**src/design/assert_macros.svh**
```systemverilog
// assertion macros used by the debounced channel table top level
`ifndef ASSERT_MACROS_SVH
`define ASSERT_MACROS_SVH
`ifndef NO_ASSERTIONS
// property that must hold at every clock edge out of reset
`define ASSERT_ALWAYS(label, prop, msg) \
	label: assert property (@(posedge clk) disable iff (!arst_n) (prop)) else $error(msg);
// consequence that must hold in the cycle after the trigger
`define ASSERT_NEXT(label, trig, cons, msg) \
	label: assert property (@(posedge clk) disable iff (!arst_n) (trig) |=> (cons)) \
		else $error(msg);
`else
`define ASSERT_ALWAYS(label, prop, msg)
`define ASSERT_NEXT(label, trig, cons, msg)
`endif
`endif

```
**src/design/dct_pkg.sv**
```systemverilog
// types, constants and codes of the debounced channel table
package dct_pkg;
	localparam int CHANNELS = 128;
	localparam int CH_W = $clog2(CHANNELS);
	localparam int TIME_W = 32;
	localparam int DELAY_W = 16;
	localparam int CNT_W = 8;
	localparam int CFG_IDX_W = 1;

	localparam logic [DELAY_W-1:0] DELAY_RESET = 16'd150;
	localparam logic [CNT_W-1:0] CHANNELS_RESET = 8'd102;

	// configuration register indexes
	localparam logic [CFG_IDX_W-1:0] REG_DELAY = 1'd0;
	localparam logic [CFG_IDX_W-1:0] REG_CHANNELS = 1'd1;

	// operation codes
	localparam logic [1:0] OP_LEVEL = 2'd0;
	localparam logic [1:0] OP_CHANGE = 2'd1;
	localparam logic [1:0] OP_ALIGN = 2'd2;

	// status codes
	localparam logic [1:0] ST_OFF = 2'd0;
	localparam logic [1:0] ST_ON = 2'd1;
	localparam logic [1:0] ST_NOT_READY = 2'd2;

	typedef struct packed {
		logic [1:0] op;
		logic [CH_W-1:0] channel;
		logic raw_level;
		logic [TIME_W-1:0] now_ms;
	} in_item_t;

	typedef struct packed {
		logic [1:0] status;
		logic invalid;
	} out_item_t;

	// one table entry per channel
	typedef struct packed {
		logic seen;
		logic level;
		logic [TIME_W-1:0] stamp;
	} entry_t;

	localparam entry_t ENTRY_RESET = '{seen: 1'b1, level: 1'b0, stamp: '0};

	typedef struct packed {
		logic en;
		logic [CH_W-1:0] addr;
		entry_t data;
	} tbl_wr_t;
endpackage

```
**src/design/debounce_channel_table.sv**
```systemverilog
// debounced channel table top level: registers, pipeline and handshakes
// an accepted item is held in stage one and then in the output register
// throughput: one item per cycle unless the output stalls; the table memory is read
// at accept and written when the item leaves stage one, with the write forwarded to
// a read of the same channel; reset: registers take their reset values at once, every
// channel reads as level off, nothing pending and time zero until it is first written
`include "assert_macros.svh"
module debounce_channel_table (
	input logic clk,
	input logic arst_n,
	input logic in_valid,
	output logic in_ready,
	input dct_pkg::in_item_t in_data,
	output logic out_valid,
	input logic out_ready,
	output dct_pkg::out_item_t out_data,
	input logic cfg_valid,
	output logic cfg_ready,
	input logic [dct_pkg::CFG_IDX_W-1:0] cfg_index,
	input logic [dct_pkg::DELAY_W-1:0] cfg_data
);
	import dct_pkg::*;

	logic [DELAY_W-1:0] delay_q;
	logic [CNT_W-1:0] ch_in_use_q;
	logic adv;
	logic valid_s1;
	in_item_t item_s1;
	logic out_valid_q;
	out_item_t out_q;
	entry_t rd_entry;
	out_item_t result;
	tbl_wr_t eval_wr;
	tbl_wr_t tbl_wr;

	// configuration registers
	assign cfg_ready = 1'b1;
	always_ff @(posedge clk or negedge arst_n) begin
		if (!arst_n) begin
			delay_q <= DELAY_RESET;
			ch_in_use_q <= CHANNELS_RESET;
		end else if (cfg_valid) begin
			unique case (cfg_index)
				REG_DELAY: delay_q <= cfg_data;
				REG_CHANNELS: ch_in_use_q <= cfg_data[CNT_W-1:0];
				default: ;
			endcase
		end
	end

	// pipeline moves whenever the output register is free or being emptied
	assign adv = !out_valid_q || out_ready;
	assign in_ready = adv;

	always_ff @(posedge clk or negedge arst_n) begin
		if (!arst_n) begin
			valid_s1 <= 1'b0;
			out_valid_q <= 1'b0;
		end else if (adv) begin
			valid_s1 <= in_valid;
			out_valid_q <= valid_s1;
		end
	end

	// payload registers
	always_ff @(posedge clk) begin
		if (adv && in_valid) begin
			item_s1 <= in_data;
		end
		if (adv && valid_s1) begin
			out_q <= result;
		end
	end

	// table write only when the item leaves stage one
	always_comb begin
		tbl_wr = eval_wr;
		tbl_wr.en = eval_wr.en && valid_s1 && adv;
	end

	dct_table u_table (
		.clk(clk),
		.arst_n(arst_n),
		.rd_en(in_valid && adv),
		.rd_addr(in_data.channel),
		.wr(tbl_wr),
		.rd_data(rd_entry)
	);

	dct_eval u_eval (
		.item(item_s1),
		.entry(rd_entry),
		.delay(delay_q),
		.ch_in_use(ch_in_use_q),
		.result(result),
		.wr(eval_wr)
	);

	assign out_valid = out_valid_q;
	assign out_data = out_q;

	// checks
	`ASSERT_ALWAYS(a_invalid_not_ready,
		!out_valid_q || !out_q.invalid || out_q.status == ST_NOT_READY,
		"invalid result without not-ready status")
	`ASSERT_ALWAYS(a_stall_blocks_input, !(out_valid_q && !out_ready) || !in_ready,
		"input taken while output stalled")
	`ASSERT_ALWAYS(a_write_on_advance, !tbl_wr.en || (valid_s1 && adv),
		"table write without a moving item")
	`ASSERT_NEXT(a_align_reports_level,
		valid_s1 && adv && item_s1.op == OP_ALIGN && !result.invalid,
		out_valid_q && out_q.status != ST_NOT_READY, "align result not a level")
endmodule

```
**src/design/dct_table.sv**
```systemverilog
// channel state memory with per-entry valid bits and write forwarding
module dct_table (
	input logic clk,
	input logic arst_n,
	input logic rd_en,
	input logic [dct_pkg::CH_W-1:0] rd_addr,
	input dct_pkg::tbl_wr_t wr,
	output dct_pkg::entry_t rd_data
);
	import dct_pkg::*;

	entry_t mem [CHANNELS];
	logic [CHANNELS-1:0] valid_q;
	entry_t rd_q;
	logic rd_vld_q;

	// memory write port
	always_ff @(posedge clk) begin
		if (wr.en) begin
			mem[wr.addr] <= wr.data;
		end
	end

	// valid bits, an entry never written reads as the reset entry
	always_ff @(posedge clk or negedge arst_n) begin
		if (!arst_n) begin
			valid_q <= '0;
		end else if (wr.en) begin
			valid_q[wr.addr] <= 1'b1;
		end
	end

	// registered read, forwarding a write to the same channel in this cycle
	always_ff @(posedge clk) begin
		if (rd_en) begin
			if (wr.en && wr.addr == rd_addr) begin
				rd_q <= wr.data;
				rd_vld_q <= 1'b1;
			end else begin
				rd_q <= mem[rd_addr];
				rd_vld_q <= valid_q[rd_addr];
			end
		end
	end

	assign rd_data = rd_vld_q ? rd_q : ENTRY_RESET;
endmodule

```
**src/design/dct_eval.sv**
```systemverilog
// debounce rule, change latch and result for one item
module dct_eval (
	input dct_pkg::in_item_t item,
	input dct_pkg::entry_t entry,
	input logic [dct_pkg::DELAY_W-1:0] delay,
	input logic [dct_pkg::CNT_W-1:0] ch_in_use,
	output dct_pkg::out_item_t result,
	output dct_pkg::tbl_wr_t wr
);
	import dct_pkg::*;

	logic [TIME_W-1:0] elapsed;
	logic accept_chg;
	logic in_range;
	entry_t upd;

	assign elapsed = item.now_ms - entry.stamp;
	assign accept_chg = (item.raw_level != entry.level)
		&& (elapsed > {{(TIME_W-DELAY_W){1'b0}}, delay});
	assign in_range = {{(CNT_W-CH_W){1'b0}}, item.channel} < ch_in_use;

	// per-op update and status
	always_comb begin
		upd = entry;
		result.status = ST_NOT_READY;
		result.invalid = 1'b0;
		wr.en = 1'b0;
		if (!in_range) begin
			result.invalid = 1'b1;
		end else begin
			unique case (item.op) inside
				OP_ALIGN: begin
					upd.level = item.raw_level;
					upd.stamp = item.now_ms;
					upd.seen = 1'b1;
					result.status = item.raw_level ? ST_ON : ST_OFF;
					wr.en = 1'b1;
				end
				OP_LEVEL, OP_CHANGE: begin
					if (accept_chg) begin
						upd.level = item.raw_level;
						upd.stamp = item.now_ms;
						upd.seen = 1'b0;
					end
					if (item.op == OP_LEVEL) begin
						result.status = upd.level ? ST_ON : ST_OFF;
					end else if (!upd.seen) begin
						upd.seen = 1'b1;
						result.status = upd.level ? ST_ON : ST_OFF;
					end
					wr.en = 1'b1;
				end
				default: begin
					result.status = ST_NOT_READY;
				end
			endcase
		end
		wr.addr = item.channel;
		wr.data = upd;
	end
endmodule

```
**config.mk**
```make
export PLATFORM = sky130hd
export DESIGN_NAME = debounce_channel_table
export DESIGN_NICKNAME = d
export VERILOG_FILES = /design/src/design/dct_pkg.sv /design/src/design/debounce_channel_table.sv /design/src/design/dct_table.sv /design/src/design/dct_eval.sv
export VERILOG_INCLUDE_DIRS = /design/src /design/src/design
export SDC_FILE = /design/constraint.sdc
export NUM_CORES = 2
export LEC_CHECK = 0
export BUFFER_PORTS_ARGS = -buffer_cell sky130_fd_sc_hd__buf_2
export CORE_UTILIZATION = 35
export CTS_BUF_LIST = sky130_fd_sc_hd__clkbuf_16
export DETAILED_ROUTE_END_ITERATION = 6
export SYNTH_ARGS = -nofsm -noshare
export SYNTH_HDL_FRONTEND = slang
export SYNTH_HIERARCHICAL = 1
export SYNTH_MEMORY_MAX_BITS = 65536
export SYNTH_SLANG_ARGS = --single-unit
```
**constraint.sdc**
```tcl
create_clock -name clk -period 9 [get_ports clk]
set_clock_uncertainty 0.15 [all_clocks]
set_input_delay 0 -clock clk [delete_from_list [all_inputs] [get_ports clk]]
set_output_delay 0 -clock clk [all_outputs]
set_load 0.005 [all_outputs]
```
==> impl_metrics.toml <==
[placed_design]
place_hpwl_um = 301600
placement.io_buffers = 68
dpl.cell_count = 15825
gp_congestion = 0.8840

[global_routing]
track_usage = 0.2038
grt_pass1_vias = 95261
grt_antenna_before_repair = 60
grt-ovfl-total = 0
grt_max_degree = 120
grt_pass1_wl_um = 749600

[clock_network]
htreeDepth = 5
ctsRootBufferMaster = "clkbuf_16"
clk_pin_slew_ns = 0.06
clockBufferDepth = 4
cts_tree = "built"
cts_resized = 0
post_cts_buffers = 0
numCtsBuffers = 446
cts.sinks = 4586
cts_hold_buf = 128
insertion_delay_ns = 1.03

[die]
core_sq_um = 513000
dieArea_sq_um = 518300
die_w_um = 720.0
start_util = 0.3517
rows = 263
fp.dieH_um = 720.0
ios = 70

[setup_path]
critPathLaunch = "u_table/rd_vld_q$_SDFFCE_PP1P_"
cp-end-kind = "flip-flop"
start_kind = "flip-flop"
arrival_ns = 8.93
timing.rr.start = "u_table/rd_vld_q$_SDFFCE_PP1P_"
r2r_slack_ns = 0.53
cp-endpoint = "u_table/mem[97][29]$_DFFE_PP_"
critical_path.max_fanout = 80
criticalPathCategory = "flip-flop to flip-flop"
r2r_cells = 24
r2r_end = "u_table/mem[97][29]$_DFFE_PP_"
required_ns = 9.46

[timing]
tightest_slew_ns = 1.320
hold_slack_ns = 0.1068
final.period_utilization = 0.9416
timing.setup.tns_ns = 0
max_freq_ghz = 0.1180
setup-violations-final = 0
final_hold_viol_count = 0
layout_min_cycle_time_ns = 8.474
slew_violations = 0
relSlewSlack = 0.1109
rsz0062_at_grt = "no"

[synth]
yosysSeqAreaShare = 0.7591
synth_ff_type = "edfxtp_1"
syn_nets = 9351
netlist_instances = 9233
synth_seq_cells = 4586
synth_edf_count = 4432
avgSynthCellArea_sq_um = 19.54
synth_top_area_cell = "edfxtp_1"
yosysWarnings = 6
synth_cell_types = 81
netlist.area_leader.share = 0.7377
async_reset_ff_frac = 0.03358
synth.area.top_cells = "edfxtp_1 74%, mux4_2 7.7%, mux2i_1 5.4%"
synthesis.area_sq_um = 180400

[route]
route.met2.wl_um = 249200
drt_iter0_drc = 12577
dr.pass1.iters = 7
drc_errors = 9
via_per_inst = 5.761
m1WireLength_um = 217400
num_vias = 96947
wirelength_um = 544500
antenna_left = 0
wl_met3_um = 55900
dr.max_layer_used = "met5"
wire_per_inst_um = 32.36

[cells_and_area]
fin_nets = 9762
finalNonFillerCells = 16828
layout-drive-gt1-share = 0.2193
fin_util = 0.4008
area_delta_synth_final_pct = 13.98

[hold_path]
hp-start = "cfg_index"
hp-class = "primary input to flip-flop"

[run_status]
status = "complete, but fails checks"
violations = "DRC"

[power]
p_sw_mw = 10.80
p_sw_frac = 0.2339
leakage_nw = 67.66
p_seq_frac = 0.528
clockPowerShare = 0.393
pwr-share-comb = 0.079
powerDensity_nw_per_um2 = 224.4
ir_drop_mv = 0.1899
intPower_mw = 35.36

[flow_run]
drv_cap = 0
-- layout by cell type, fill, tap and decap left out, types with 20 or more instances in the layout --
| master | count |
|---|---|
| mux2_2 | 185 |
| nor3_1 | 125 |
| buf_2 | 63 |
| dfrtp_1 | 146 |
| a21oi_1 | 191 |
| nand3_1 | 49 |
| mux2_4 | 42 |
| bufinv_16 | 36 |
| mux2i_1 | 976 |
| mux4_2 | 616 |
| o41ai_1 | 34 |
| clkinv_2 | 86 |
| a211oi_1 | 117 |
| a22oi_1 | 135 |
| edfxtp_1 | 4432 |
| buf_4 | 293 |
| o21ai_0 | 85 |
| buf_12 | 22 |
| o2111ai_1 | 33 |
| o221ai_1 | 69 |
| nor2_1 | 131 |
| clkbuf_16 | 448 |
| dlygate4sd3_1 | 127 |
| clkinv_1 | 105 |
| o22ai_1 | 345 |
| nand2_1 | 153 |
| nand4_1 | 20 |
| ha_1 | 53 |
| a31o_2 | 34 |
| and2_1 | 106 |
| inv_1 | 175 |
| nor2_4 | 130 |
| or2_2 | 130 |
| o32a_1 | 34 |
| or4_1 | 34 |
| diode_2 | 48 |
-- cells in the mapped netlist (108+ instances only) --
library cell  count
mux2i_1         978
nor3_1          131
and2_1          109
mux4_2          616
a22oi_1         135
buf_2           108
or2_2           131
a21oi_1         193
mux2_2          188
edfxtp_1       4432
buf_4           113
nor2_1          264
clkbuf_1        250
a211oi_1        124
dfrtp_1         146
nand2_1         156
o22ai_1         345
-- per-layer routing --
metal  vias to the layer above  global-route usage
li1                      38781                   -
met1                     52001              0.2790
met2                      5245              0.3183
met3                       894             0.04748
met4                        26             0.07356
met5                         -                   0
-- power by group through the flow --
stage / Combinational, mW / Sequential (mW) / Clock [mW]
floorplan: 2.00 / 24.8 / 0
global placement: 3.46 / 24.8 / 0
detailed placement: 3.56 / 24.8 / 0
CTS: 3.62 / 24.4 / 18.4
global route: 3.82 / 24.4 / 19.2
finish: 3.65 / 24.4 / 18.1
-- state kept, by name (all words and copies together) (netlist names) --
register and cells:
out_data 3, u_table/rd_vld_q 1, valid_s1 1, ch_in_use_q 8, item_s1 42, u_table/mem 4352, u_table/valid_q 128, out_valid 1
u_table/rd_q 34, delay_q 16
-- cell families (layout without fill, tap and decap cells) --
logic type / after synthesis / after routing / share of synthesized area
flip-flops: 4586 / 4586 / 0.7591
buffers and inverters: 613 / 1403 / 0.01825
other: 1 / 49 / 0.00002079
adder cells (fa/ha/maj): 54 / 54 / 0.003787
AO/OA/AOI/OAI: 1171 / 1171 / 0.04473
XOR/XNOR: 26 / 26 / 0.001262
multiplexers: 1821 / 1821 / 0.1461
AND/OR/NAND/NOR: 961 / 961 / 0.02669
-- layout make-up --
class	count	area, sq um
flip-flops and latches	4586	137000
fillers	44934	307400
diodes	48	120.1
clock inverters	379	2945
inverters	66	255.2
clock buffers	448	11210
repair buffers	510	4309
well taps	6757	8454
multi-input cells	4034	41380
-- how the worst min path moves through the flow --
stage | endpoint | depth (start not counted) | slack, ns
2_1_floorplan | ch_in_use_q[0]$_DFFE_PN0P_ | 0 | -0.45
3_3_place_gp | u_table/valid_q[118]$_DFFE_PN0P_ | 1 | -0.04
3_5_place_dp | u_table/valid_q[118]$_DFFE_PN0P_ | 1 | -0.02
4_1_cts | out_valid$_DFFE_PN0P_ | 4 | 0.005
5_1_grt | item_s1[34]$_DFFE_PP_ | 2 | 0.08
6_report | delay_q[2]$_DFFE_PN1P_ | 5 | 0.11
-- through the flow --
| step | setup slack (ns) | power [mW] | instance area (sq um) |
|---|---|---|---|
| 5_1_grt | 0.05289 | 47.35 | 205500 |
| 3_3_place_gp | 0.7008 | 28.25 | 190000 |
| 4_1_cts | 0.5120 | 46.34 | 205500 |
| 3_5_place_dp | 0.5745 | 28.36 | 190100 |
| 6_report | 0.5259 | 46.15 | 205600 |
| 2_1_floorplan | 1.244 | 26.77 | 180400 |
-- worst max-delay path, stage by stage, from the launching register on --
cell and delay [ns]:
edfxtp_1 0.69, and2_1 0.26, inv_1 0.10, ha_1 0.27
nor2b_1 0.15, o2111ai_1 0.43, a21oi_1 0.24, nor2_1 0.20
o21ai_0 0.15, a21o_1 0.20, a21oi_1 0.17, xnor2_1 0.14
ha_1 0.27, nand4_1 0.18, nor2_1 0.08, a221o_1 0.32
a211oi_1 0.20, o22ai_1 0.18, a311oi_1 0.36, nand3_1 0.21
a2111oi_4 0.70, o21ai_4 0.35, buf_4 0.36, mux2_4 0.62
buf_4 0.94
(Power assumes the default switching activity.)
